$ cat config.mk
export PLATFORM = sky130hd
export DESIGN_NAME = y2r_chroma
export DESIGN_NICKNAME = d
export VERILOG_FILES = /design/src/rtl/core/y2r_pkg.sv /design/src/rtl/core/y2r_chroma.sv
export SDC_FILE = /design/constraint.sdc
export NUM_CORES = 1
export LEC_CHECK = 0
export ABC_AREA = 1
export BUFFER_PORTS_ARGS = -buffer_cell sky130_fd_sc_hd__buf_2
export CAP_MARGIN = 20
export CORE_ASPECT_RATIO = 1.25
export CORE_UTILIZATION = 44
export DETAILED_ROUTE_END_ITERATION = 10
export GPL_TIMING_DRIVEN = 0
export PLACE_DENSITY = 0.74
export SLEW_MARGIN = 30
export SYNTH_ARGS = -nofsm -noshare
export SYNTH_HDL_FRONTEND = slang
export SYNTH_SLANG_ARGS = --single-unit
$ cat constraint.sdc
create_clock -name vclk -period 3.4
set_clock_uncertainty 0.15 [all_clocks]
set_input_delay 0.34 -clock vclk [all_inputs]
set_output_delay 0.34 -clock vclk [all_outputs]
set_load 0.03 [all_outputs]
$ cat src/rtl/core/y2r_pkg.sv
// ----------------------------------------------------------------------------
// y2r_pkg: shared types and constants of the 4:2:0 YUV to RGB converter
// Holds the chroma term bundle passed from the chroma unit to the pixel lanes,
// the configuration register indexes and the fixed field widths.
// ----------------------------------------------------------------------------
package y2r_pkg;

  // Field widths fixed by the pixel format.
  localparam int SAMPLE_W     = 8;
  localparam int LINE_PAIRS_W = 11;
  localparam int FRAME_ROWS_W = 13;
  localparam int ROW_W        = 12;
  localparam int CFG_DATA_W   = 13;
  localparam int CFG_ADDR_W   = 1;

  // Largest effective frame height.
  localparam int MaxFrameRows = 4096;

  // Chroma midpoint.
  localparam logic signed [8:0] CHROMA_MID = 9'sd128;

  // Configuration register indexes.
  localparam logic [CFG_ADDR_W-1:0] REG_LINE_PAIRS = 1'b0;
  localparam logic [CFG_ADDR_W-1:0] REG_FRAME_ROWS = 1'b1;

  // Chroma contributions shared by both pixels of a pair.
  typedef struct packed {
    logic signed [8:0] red_ofs;    // (3*dV) >> 1
    logic signed [8:0] green_ofs;  // (3*dU + 6*dV) >> 3, subtracted from luma
    logic signed [9:0] blue_ofs;   // (129*dU) >> 6
  } chroma_terms_t;

endpackage

$ cat src/rtl/core/y2r_chroma.sv
// ----------------------------------------------------------------------------
// y2r_chroma: chroma term unit
// Turns one U/V pair into the red, green and blue offsets with shift-add
// coefficients and arithmetic right shifts.
// ----------------------------------------------------------------------------
module y2r_chroma
  import y2r_pkg::*;
(
  input  logic [SAMPLE_W-1:0] chroma_u,
  input  logic [SAMPLE_W-1:0] chroma_v,
  output chroma_terms_t       terms
);

  logic signed [8:0]  du;
  logic signed [8:0]  dv;
  logic signed [10:0] red_sum;
  logic signed [11:0] green_sum;
  logic signed [16:0] blue_sum;

  // Remove the chroma offset.
  assign du = $signed({1'b0, chroma_u}) - CHROMA_MID;
  assign dv = $signed({1'b0, chroma_v}) - CHROMA_MID;

  // 3*dV, 3*dU + 6*dV and 129*dU as shifts and adds.
  assign red_sum   = (11'(dv) <<< 1) + 11'(dv);
  assign green_sum = (12'(du) <<< 1) + 12'(du) + (12'(dv) <<< 2) + (12'(dv) <<< 1);
  assign blue_sum  = (17'(du) <<< 7) + 17'(du);

  // Floor shifts; the results fit the narrowed widths.
  assign terms.red_ofs   = 9'(red_sum >>> 1);
  assign terms.green_ofs = 9'(green_sum >>> 3);
  assign terms.blue_ofs  = 10'(blue_sum >>> 6);

endmodule

# Word level (Yosys, flattened, before mapping)
# Cells that the tools add are included.
# word_totals
regBits,0
inputBits,16
word_cells,7
# classes
add_sub_neg,7
# op_table
op,count
$sub 8x8->9 const B,2
$add 16x9->16,1
$add 11x11->12,1
$add 12x10->12,1
$add 10x9->11,1
$add 10x9->10,1

# Logic depth before layout (Yosys ltp)
# depth
depth_word,4
ltp_mapped,15

# Worst setup path after synthesis
# OpenSTA, ideal clock, no wires.
# synth_path
path_type,in2out
start,input chroma_u[2]
end,output terms[14] in the netlist's numbering
t_arrival_ns,2.766
setup_slack_ns,0.144
cell_stages,12
path_cell_list,inv_1 > fa_1 > fa_1 > inv_1 > ha_1 > inv_1 > fa_1 > inv_1 > nand2_1 > nand2_2 > nand2_1 > xnor2_1
# synth_lines
item,line_no,source
start: declaration,y2r_chroma.sv:9,"input logic [SAMPLE_W-1:0] chroma_u,"
end: declaration,y2r_chroma.sv:11,output chroma_terms_t terms

==> impl_results.md <==
* Num rows at 22
* Most frequent cells in the layout: nand2_1, inv_1, buf_2
* N_diodes at 0
* Fin cells at 292
* DP HPWL at 2410 um
* Cts hold-fix bufs at 0
* Port Buf Inserts at 44
* Status: complete, no violations
* Filler Cells Inserted at 313
* Setup WS pre-CTS at 0.0380 ns
* Top-area cell type share of the netlist area at 0.232
* Grt total ovfl at 0
* Synth Cell Area at 1400 um^2
* Largest net degree at the start of global routing at 12
* Seq cells at 0
* Power per cell area at 430 nW/um^2
* Antenna violations before repair at 0
* Total Routing Usage GR at 0.166
* DP Cell Count at 290
* Delay-heaviest family, CP: adder cells
* Slowest stage delay, CP at 0.55 ns
* Via density at 4.63
* Crit end category: output pin
* Routed vias at 1352
* Core area at 2970 um^2
* Routed wire length at 2680 um
* Flip-flop and latch area at 0 um^2
* Chip width at 52.5 um
* Final Cycle Share at 0.940
* CP most frequent cell: nand2_1
* Final-layout clock buffer total at 0
* I/O pin total at 44
* Fin. Hold Viols at 0
* Number of remaining DRC errors at 0
* Post-synthesis sequential area ratio at 0
* Rel. slew slack at 0.873
* Syn Nets at 267
* Worst EP required at 2.91 ns
* Wire per inst at 9.17 um
* Nets@finish at 315
* Vias in the first global route at 1233
* Worst Hold Path Cells at 3
* Hold Crit Endpoint: terms[27]
* Post-synthesis cell type count at 19
* Worst min-delay path startpoint: chroma_v[7]
* Buf+Inv Stages, Crit Path at 6
* Synth area leaders: ha_1, fa_1, nand2_1
* Post-Syn Area per Cell at 6.67 um^2
* Max frequency at 313 MHz
* Cell taking the most area after synthesis: ha_1
* First-pass GRT wire length at 4620 um
* VDD IR max at 0.342 mV
* Warnings, synthesis at 0
* Starting Density at 0.471
* Slowest cell on the critical path: fa_2
* Most common cell after layout, fill and taps aside: nand2_1
* Static leakage at 1.10 nW
* Final ANT Viol Nets at 0
* Slew @ Worst Pin at 0.189 ns
* Critical Path, Cell by Cell: buf_4 -> inv_1 -> fa_2 -> inv_1 -> ha_1 -> a21o_1 -> ha_4 -> inv_2 -> fa_2 -> inv_1 -> nand2_1 -> nand2_2 -> nand3_1 -> nand2_1 -> nand2_1 -> nand2_1 -> clkbuf_4
* Slew Viols, Final at 0
* WS Path Type: in -> out
* Hold Path Class: in -> out
* Worst-path fanout max at 4
* Mapped Cells at 210
* Min Tclk post-route at 3.20 ns
* Die area at 3420 um^2
* Layout cells sized above 1 at 0.238
* DRT Pass-1 Iters at 4
* Worst setup margin at 0.204 ns
* WP data arrival at 2.71 ns
* GPL Wtd Cong at 0.802
* Area Growth Syn to Fin at 22.9%
* Startpoint types: primary input
* Die Y at 65.1 um
* Setup crit start: chroma_u[1]
* # setup viols final at 0
* Maxcap violations at 0
* Iteration-0 DRC Markers at 9
* Sum of negative setup slack at 0 ns
==> timing repair <==
action / 4_1_cts / 5_1_grt
endpoints found under the setup margin: 0 / 4
resized for setup: 0 / 17
buffers inserted: 0 / 2
==> synthesized netlist by cell type <==
cell type	n
nand4_1	1
nand2_2	1
or2_2	1
xor2_1	2
a21boi_4	1
a21o_1	2
xnor2_1	8
inv_1	56
a21oi_1	8
nand3b_1	4
or2_4	1
fa_1	15
nand2_1	62
or2_1	3
nor2_1	6
nand3_2	1
buf_4	1
ha_1	26
nand3_1	11
==> power breakdown <==
| group | total (mW) | internal, mW | switching, mW |
|---|---|---|---|
| registers | 0 | 0 | 0 |
| logic | 0.741 | 0.266 | 0.474 |
| clock network | 0 | 0 | 0 |
| total | 0.741 | 0.266 | 0.474 |
==> kinds of logic after synthesis <==
kind of cell | share of synthesized area
simple gates | 0.283
buf+inv | 0.155
fa+ha+maj | 0.446
compound gates | 0.0527
xor+xnor | 0.0625
==> worst min-delay path, stage by stage <==
cell and delay, ns:
buf_2 0.12, inv_1 0.06, buf_2 0.17
==> final cells by class <==
type / count / area, um^2 / area share
plain buffers: 1 / 7.51 / 0.00436
inverters: 56 / 214 / 0.124
multi-input cells: 153 / 1200 / 0.697
well taps: 36 / 45.0 / 0.0261
repair buffers: 46 / 255 / 0.148
==> worst max-delay path by stage <==
stage / endpoint / slack, ns / cells after the start
after floorplan: terms[14] / 0.14 / 12
final: terms[18] / 0.20 / 17
after detailed placement: terms[18] / 0.04 / 16
after CTS: terms[18] / 0.03 / 16
after global routing: terms[16] / -0.02 / 16
after global placement: terms[18] / 0.07 / 16
==> metal layers <==
| metal | vias to the layer above | part of all wire | track usage | wire (um) |
|---|---|---|---|---|
| met5 | - | 0 | 0 | 0 |
| met4 | 0 | 0 | 0 | 0 |
| met3 | 0 | 0.030 | 0.00231 | 81 |
| met2 | 21 | 0.57 | 0.353 | 1540 |
| met1 | 607 | 0.40 | 0.185 | 1060 |
| li1 | 724 | - | - | - |
==> per-stage QoR <==
stage	area (um^2)	power, mW	hold slack [ns]	util
finish	1720	0.741	0.877	0.580
global route	1720	0.829	0.914	0.580
CTS	1670	0.719	0.887	0.561
detailed placement	1670	0.715	0.887	0.561
global placement	1670	0.703	0.887	0.561
floorplan	1400	0.553	0.649	-
Power figures use the tool's default switching activity.
