===== src/rtl/core/y2r_pkg.sv =====
// ----------------------------------------------------------------------------
// y2r_pkg: shared types and constants of the 4:2:0 YUV to RGB converter
// Holds the chroma term bundle passed from the chroma unit to the pixel lanes,
// the configuration register indexes and the fixed field widths.
// ----------------------------------------------------------------------------
package y2r_pkg;

  // Field widths fixed by the pixel format.
  localparam int SAMPLE_W     = 8;
  localparam int LINE_PAIRS_W = 11;
  localparam int FRAME_ROWS_W = 13;
  localparam int ROW_W        = 12;
  localparam int CFG_DATA_W   = 13;
  localparam int CFG_ADDR_W   = 1;

  // Largest effective frame height.
  localparam int MaxFrameRows = 4096;

  // Chroma midpoint.
  localparam logic signed [8:0] CHROMA_MID = 9'sd128;

  // Configuration register indexes.
  localparam logic [CFG_ADDR_W-1:0] REG_LINE_PAIRS = 1'b0;
  localparam logic [CFG_ADDR_W-1:0] REG_FRAME_ROWS = 1'b1;

  // Chroma contributions shared by both pixels of a pair.
  typedef struct packed {
    logic signed [8:0] red_ofs;    // (3*dV) >> 1
    logic signed [8:0] green_ofs;  // (3*dU + 6*dV) >> 3, subtracted from luma
    logic signed [9:0] blue_ofs;   // (129*dU) >> 6
  } chroma_terms_t;

endpackage


===== src/rtl/core/y2r_lane.sv =====
// ----------------------------------------------------------------------------
// y2r_lane: pixel lane
// Adds the shared red and blue chroma offsets to one luma sample, subtracts the
// green offset, and clamps each color to the 0..255 range.
// ----------------------------------------------------------------------------
module y2r_lane
  import y2r_pkg::*;
(
  input  logic [SAMPLE_W-1:0] luma,
  input  chroma_terms_t       terms,
  output logic [SAMPLE_W-1:0] red,
  output logic [SAMPLE_W-1:0] green,
  output logic [SAMPLE_W-1:0] blue
);

  logic signed [11:0] luma_s;
  logic signed [11:0] red_sum;
  logic signed [11:0] green_sum;
  logic signed [11:0] blue_sum;

  // Saturate a signed sum to an unsigned byte.
  function automatic logic [SAMPLE_W-1:0] clamp8(input logic signed [11:0] x);
    logic [SAMPLE_W-1:0] res;
    if (x < 12'sd0) begin
      res = '0;
    end else if (x > 12'sd255) begin
      res = '1;
    end else begin
      res = x[SAMPLE_W-1:0];
    end
    return res;
  endfunction

  assign luma_s    = $signed({4'b0000, luma});
  assign red_sum   = luma_s + 12'(terms.red_ofs);
  assign green_sum = luma_s - 12'(terms.green_ofs);
  assign blue_sum  = luma_s + 12'(terms.blue_ofs);

  assign red   = clamp8(red_sum);
  assign green = clamp8(green_sum);
  assign blue  = clamp8(blue_sum);

endmodule

===== config.mk =====
export PLATFORM = sky130hd
export DESIGN_NAME = y2r_lane
export DESIGN_NICKNAME = d
export VERILOG_FILES = /design/src/rtl/core/y2r_pkg.sv /design/src/rtl/core/y2r_lane.sv
export SDC_FILE = /design/constraint.sdc
export NUM_CORES = 1
export LEC_CHECK = 0
export BUFFER_PORTS_ARGS = -buffer_cell sky130_fd_sc_hd__clkbuf_2
export CORE_ASPECT_RATIO = 1.1
export CORE_UTILIZATION = 30
export DETAILED_ROUTE_END_ITERATION = 10
export PLACE_DENSITY = 0.53
export SLEW_MARGIN = 20
export SYNTH_ARGS = -nofsm -noshare
export SYNTH_HDL_FRONTEND = slang
export SYNTH_SLANG_ARGS = --single-unit

===== constraint.sdc =====
create_clock -name vclk -period 8.7
set_input_delay 1.74 -clock vclk [all_inputs]
set_output_delay 1.74 -clock vclk [all_outputs]
set_load 0.05 [all_outputs]

# After elaboration in Yosys (flattened, before gate mapping)
# Index checks and enable logic that the tools add are counted.
# word_totals
word_cells	15
inputBits	36
out_inout_bits	24
regBits	0
# classes
n_mux	6
magnitude_cmp	6
add_sub_neg	3
# ops
operator	count
two-way mux 8 bit	6
> comparator 10 x 9 -> 1 bit (second input constant)	2
less-than comparator 10 x 1 -> 1 bit (second input constant)	2
adder 9 x 10 -> 11 bit	1
> comparator 11 x 9 -> 1 bit (second input constant)	1
less-than comparator 11 x 1 -> 1 bit (second input constant)	1
adder 9 x 9 -> 10 bit	1
subtractor 9 x 9 -> 10 bit	1

# Longest topological paths before layout
# Gate-level depths: netlist of the first run.
# depth
ltp_word	4
ltp_mapped	10

# Worst setup path after synthesis of the first run
# OpenSTA, ideal clock, no wires.
# synth_timing
path_type	input to output
startpoint	input port luma[0]
endpoint	output port green[2]
stages	10
arrival_ps	4324
path_slack_ps	2636
path_buffers	0
path_cell_list	inv_1 > ha_1 > inv_1 > fa_1 > a21o_1 > a21oi_2 > o21ai_1 > a21oi_1 > nor2_1 > o21ai_0
# synth_between
elab_chain_cells	4
word_cells_on_any_way	5
cone_classes	add/sub (1); order compare (2); mux (2)
# synth_rtl
element	line_no	rtl
from (decl)	y2r_lane.sv:9	input logic [SAMPLE_W-1:0] luma,
subtractor 9 x 9 -> 10 bit (*)	y2r_lane.sv:36	assign green_sum = luma_s - 12'(terms.green_ofs);
> comparator 10 x 9 -> 1 bit	y2r_lane.sv:26	end else if (x > 12'sd255) begin
two-way mux 8 bit	y2r_lane.sv:26	
two-way mux 8 bit (*)	y2r_lane.sv:24	if (x < 12'sd0) begin
to (decl)	y2r_lane.sv:12	output logic [SAMPLE_W-1:0] green,
# Every way passes the cells marked *; elsewhere a longest branch is shown, timed or not.

# Worst setup path after layout of the first run
# layout_timing
startpoint	input port luma[0]
endpoint	output port green[7]
# Same word-level chain as after synthesis.

==> results of run 1 <==
-- cell usage after synthesis (2+ instances only) --
cell type,count
ha_1,24
nand2_1,2
nor3_1,5
o22ai_1,5
nand4_1,2
a21o_1,4
nor2_1,21
o31a_1,2
xnor2_1,4
nor2b_1,4
nand2b_1,5
o21a_1,7
or3_1,3
o21ai_1,3
o21bai_1,2
and2_1,3
fa_1,3
a31oi_1,3
inv_1,18
o21ai_0,22
a21oi_2,10
buf_2,2
xor2_1,8
a21oi_1,17
nand3_1,3
-- final cells by class --
cell class                 instances  area [sq um]  area share (%)
tap                               56          70.1            3.91
inverter                          18          67.6            3.77
multi-input combinational        181          1360            75.6
timing repair buffer              60           300            16.7
-- cells by family after synthesis --
group	count (synthesis)	synth area share (%)
simple gates	53	19.2
compound gates	87	41.0
buf+inv	22	6.15
xor+xnor	12	7.28
fa+ha+maj	27	25.0
mux	2	1.47
-- per-stage QoR --
step	total power, W	hold slack (ns)
after floorplan	0.000163	3.82
after global placement	0.000209	3.94
after detailed placement	0.000208	3.94
after CTS	0.000209	3.94
after global routing	0.000225	3.98
final	0.000207	3.95
-- worst min-delay path, delay by kind of cell --
| kind | cells | cell delay, ns |
|---|---|---|
| buffers and inverters | 2 | 0.33 |
| AOI/OAI and AO/OA | 2 | 0.13 |
-- report_power, final --
group	switching [W]	internal [W]	leakage, nW
clock	0	0	0
combinational	0.000142	0.0000656	0.891
sequential	0	0	0
total	0.000142	0.0000656	0.891
-- final timing paths --
| kind | start | end | slack (ns) | cells after the start |
|---|---|---|---|---|
| min | terms[18] | green[6] | 3.95 | 4 |
| max | luma[0] | green[7] | 2.83 | 12 |
-- per-layer routing --
layer	share of wire (%)	up-vias	GRT usage [%]
met5	0	-	0
met4	0.61	0	1.16
met3	4.6	2	0.758
met2	46	45	26.3
met1	48	683	21.0
li1	-	859	-
==> qor.txt, run 1 <==
Status: finished clean
Number of placement rows: 26
Placed cell area: 1790 sq um
Initial antenna violation count: 0
Seq/Total Area, Yosys: 0%
Startpoint Class: primary input
Syn_nets: 266
Vias per cell: 5.04
Vias in the first global route: 1426
Worst Path Arrival: 4.13 ns
DRT iter0 DRCs: 67
Area contributors post-synth: ha_1 (21%), o21ai_0 (7.6%), a21oi_2 (6.1%)
Final hold viol count: 0
VDD IR max: 0.0725 mV
Required time worst endpoint: 6.96 ns
NumNets Final: 324
DRC viols: 0
CP Max Fanout: 7
Commonest non-fill, non-tap cell in the layout: clkbuf_2
Setup Viol. Count Final: 0
# clk buffers: 0
Warnings, synthesis: 0
Ant diodes: 0
Commonest non-fill, non-tap cells in the layout: clkbuf_2 (60), ha_1 (24), o21ai_0 (22)
Post-route setup slack: 2.83 ns
Hold Path Class: primary input to output port
Post-CTS sizing: 0
PD cells: 116 nW/um^2
Finished Core Util: 38.8%
Endpoint type of the worst setup path: output port
Fillers: 511
Final Max Slew Viols: 0
Synth top area share: 20.8%
Starting Density: 31.3%
CORE AREA: 4620 sq um
RSZ-0062 raised after global routing: no
Layout cell share with drive strength beyond 1: 30.5%
IO buf count: 60
GR Util All Layers: 15.1%
Pre-CTS setup slack: 2.83 ns
Drt pass-1 iters: 4
Cell Count, Final, Fillers Out: 315
Post-Syn Area per Cell: 7.11 sq um
Worst path bufs/invs: 4
# hold bufs at CTS: 0
Headroom to the max-slew limit: 65.7%
Global route overflow: 0
Largest net degree at the start of global routing: 14
Die Y-Extent: 74.8 um
Area grow syn2layout: 24.2%
Seq_cells: 0
Static Leak: 0.891 nW
Max Cap Viol: 0
Fin crit share: 67.5%
CP max stage delay: 0.43 ns
CP max-delay cell: a21oi_1
First-pass GRT wire length: 6.18 mm
Distinct cells, synth: 46
Via count: 1589
Reg area: 0 sq um
Min Tclk post-route: 5.87 ns
Syn Std Cell Area: 1440 sq um
Critical path cell sequence: clkbuf_2 -> inv_1 -> ha_1 -> inv_1 -> fa_1 -> a21o_1 -> a21oi_2 -> o21ai_1 -> a21oi_1 -> mux2i_1 -> o211ai_1 -> clkbuf_2
Sum Neg Setup Slack: 0 ns
Placed insts: 315
Syn Inst Count: 203
Ports: 60
Top cell type by total area after synthesis: ha_1
Kind of critical path: primary input to output port
Finished Cell Area: 1790 sq um
Routed wire length: 3.79 mm
Gpl congestion: 0.808
Hpwl dp: 3.34 mm
Die Wd: 68.1 um
Slew of the pin with the lowest slew margin: 0.515 ns
WL per Instance: 12.0 um
Final ANT Viol Nets: 0
Setup Fix Bufs, Post-CTS: 0
Achievable frequency: 0.170 GHz
Die Area: 5090 sq um
CP delay by family, top: compound AO/OA/AOI/OAI gates
Power figures use the tool's default switching activity.
==> run 2, diff against run 1 <==
Settings changed: PLACE_DENSITY 0.53 to 0.55.
Clock period 8.7 ns to 5.2 ns, I/O delays scaled along.
==> run 2 against run 1 <==
Against the previous run: critical path depth stayed put; non-clock buffer count stayed put; critical endpoint unchanged; clock-buffer cell count stayed put.
==> qor.txt, run 2 (synthesis gave the netlist of run 1 again) <==
Status: finished clean
Hold Path Class: primary input to output port
Startpoint Class: primary input
Min Tclk post-route: 4.41 ns
Starting Density: 31.3%
Commonest non-fill, non-tap cell in the layout: clkbuf_2
Sum Neg Setup Slack: 0 ns
Kind of critical path: primary input to output port
Number of placement rows: 26
RSZ-0062 raised after global routing: no
Endpoint type of the worst setup path: output port
Initial antenna violation count: 0
Largest net degree at the start of global routing: 14
Ports: 60
Ant diodes: 0
Final ANT Viol Nets: 0
Global route overflow: 0
GR Util All Layers: 14.4%
NumNets Final: 324
Die Y-Extent: 74.8 um
CP Max Fanout: 7
Vias per cell: 5.09
Via count: 1604
# clk buffers: 0
Worst Path Arrival: 3.37 ns
Fin crit share: 84.8%
IO buf count: 60
Final hold slack: 2.55 ns
Required time worst endpoint: 4.16 ns
Cell Count, Final, Fillers Out: 315
PD cells: 192 nW/um^2
Reg area: 0 sq um
CORE AREA: 4620 sq um
Layout cell share with drive strength beyond 1: 30.5%
Hpwl dp: 3.29 mm
Slew of the pin with the lowest slew margin: 0.496 ns
Final hold viol count: 0
Achievable frequency: 0.227 GHz
First-pass GRT wire length: 5.97 mm
Drt pass-1 iters: 4
Die Wd: 68.1 um
Max Cap Viol: 0
Finished Core Util: 38.8%
DRT iter0 DRCs: 45
Die Area: 5090 sq um
Overall Power: 0.000345 W
Worst Min Path Start: terms[18]
Commonest non-fill, non-tap cells in the layout: clkbuf_2 (60), ha_1 (24), o21ai_0 (22)
Setup Fix Bufs, Post-CTS: 0
Gpl congestion: 0.806
VDD IR max: 0.128 mV
Seq_cells: 0
WL per Instance: 11.7 um
Vias in the first global route: 1454
DRC viols: 0
Routed wire length: 3.68 mm
Final Max Slew Viols: 0
Headroom to the max-slew limit: 67.0%
Area grow syn2layout: 24.2%
Crit. Startpoint: luma[0]
Post-CTS sizing: 0
Static Leak: 0.891 nW
# hold bufs at CTS: 0
Placed insts: 315
Setup Viol. Count Final: 0
-- run 2: cell counts in the layout (fill, tap and decap cells not counted) --
Identical to the previous run, type by type.
-- run 2: worst paths after layout --
path              endpoint  slack (ns)  cells after the start
setup / recovery  green[7]        0.79                     12
hold / removal    green[6]        2.55                      4
-- run 2: cell type report --
cell class / instances / area, sq um
fillers: 518 / 2830
multi-input cells: 181 / 1360
repair buffers: 60 / 300
well taps: 56 / 70.1
inverters: 18 / 67.6
-- run 2: per-stage QoR --
step,setup slack (ns),instance area (sq um)
global placement,0.803,1790
detailed placement,0.753,1790
floorplan,0.536,1440
finish,0.789,1790
CTS,0.758,1790
global route,0.555,1790
-- run 2: critical path, cell delays in order --
cell	delay [ns]
clkbuf_2	0.11
inv_1	0.06
ha_1	0.16
inv_1	0.05
fa_1	0.39
a21o_1	0.20
a21oi_2	0.20
o21ai_1	0.09
a21oi_1	0.42
mux2i_1	0.15
o211ai_1	0.19
clkbuf_2	0.30
-- run 2: routing by layer --
layer	part of all wire (%)	GRT usage, %	up-vias
met2	47	26.6	41
li1	-	-	862
met4	0	0	0
met5	0	0	-
met1	48	19.3	701
met3	5.2	1.06	0
-- run 2: power breakdown --
group | internal (W) | switching (W)
Clock | 0 | 0
Sequential | 0 | 0
Combinational | 0.000109 | 0.000235
Total | 0.000109 | 0.000235
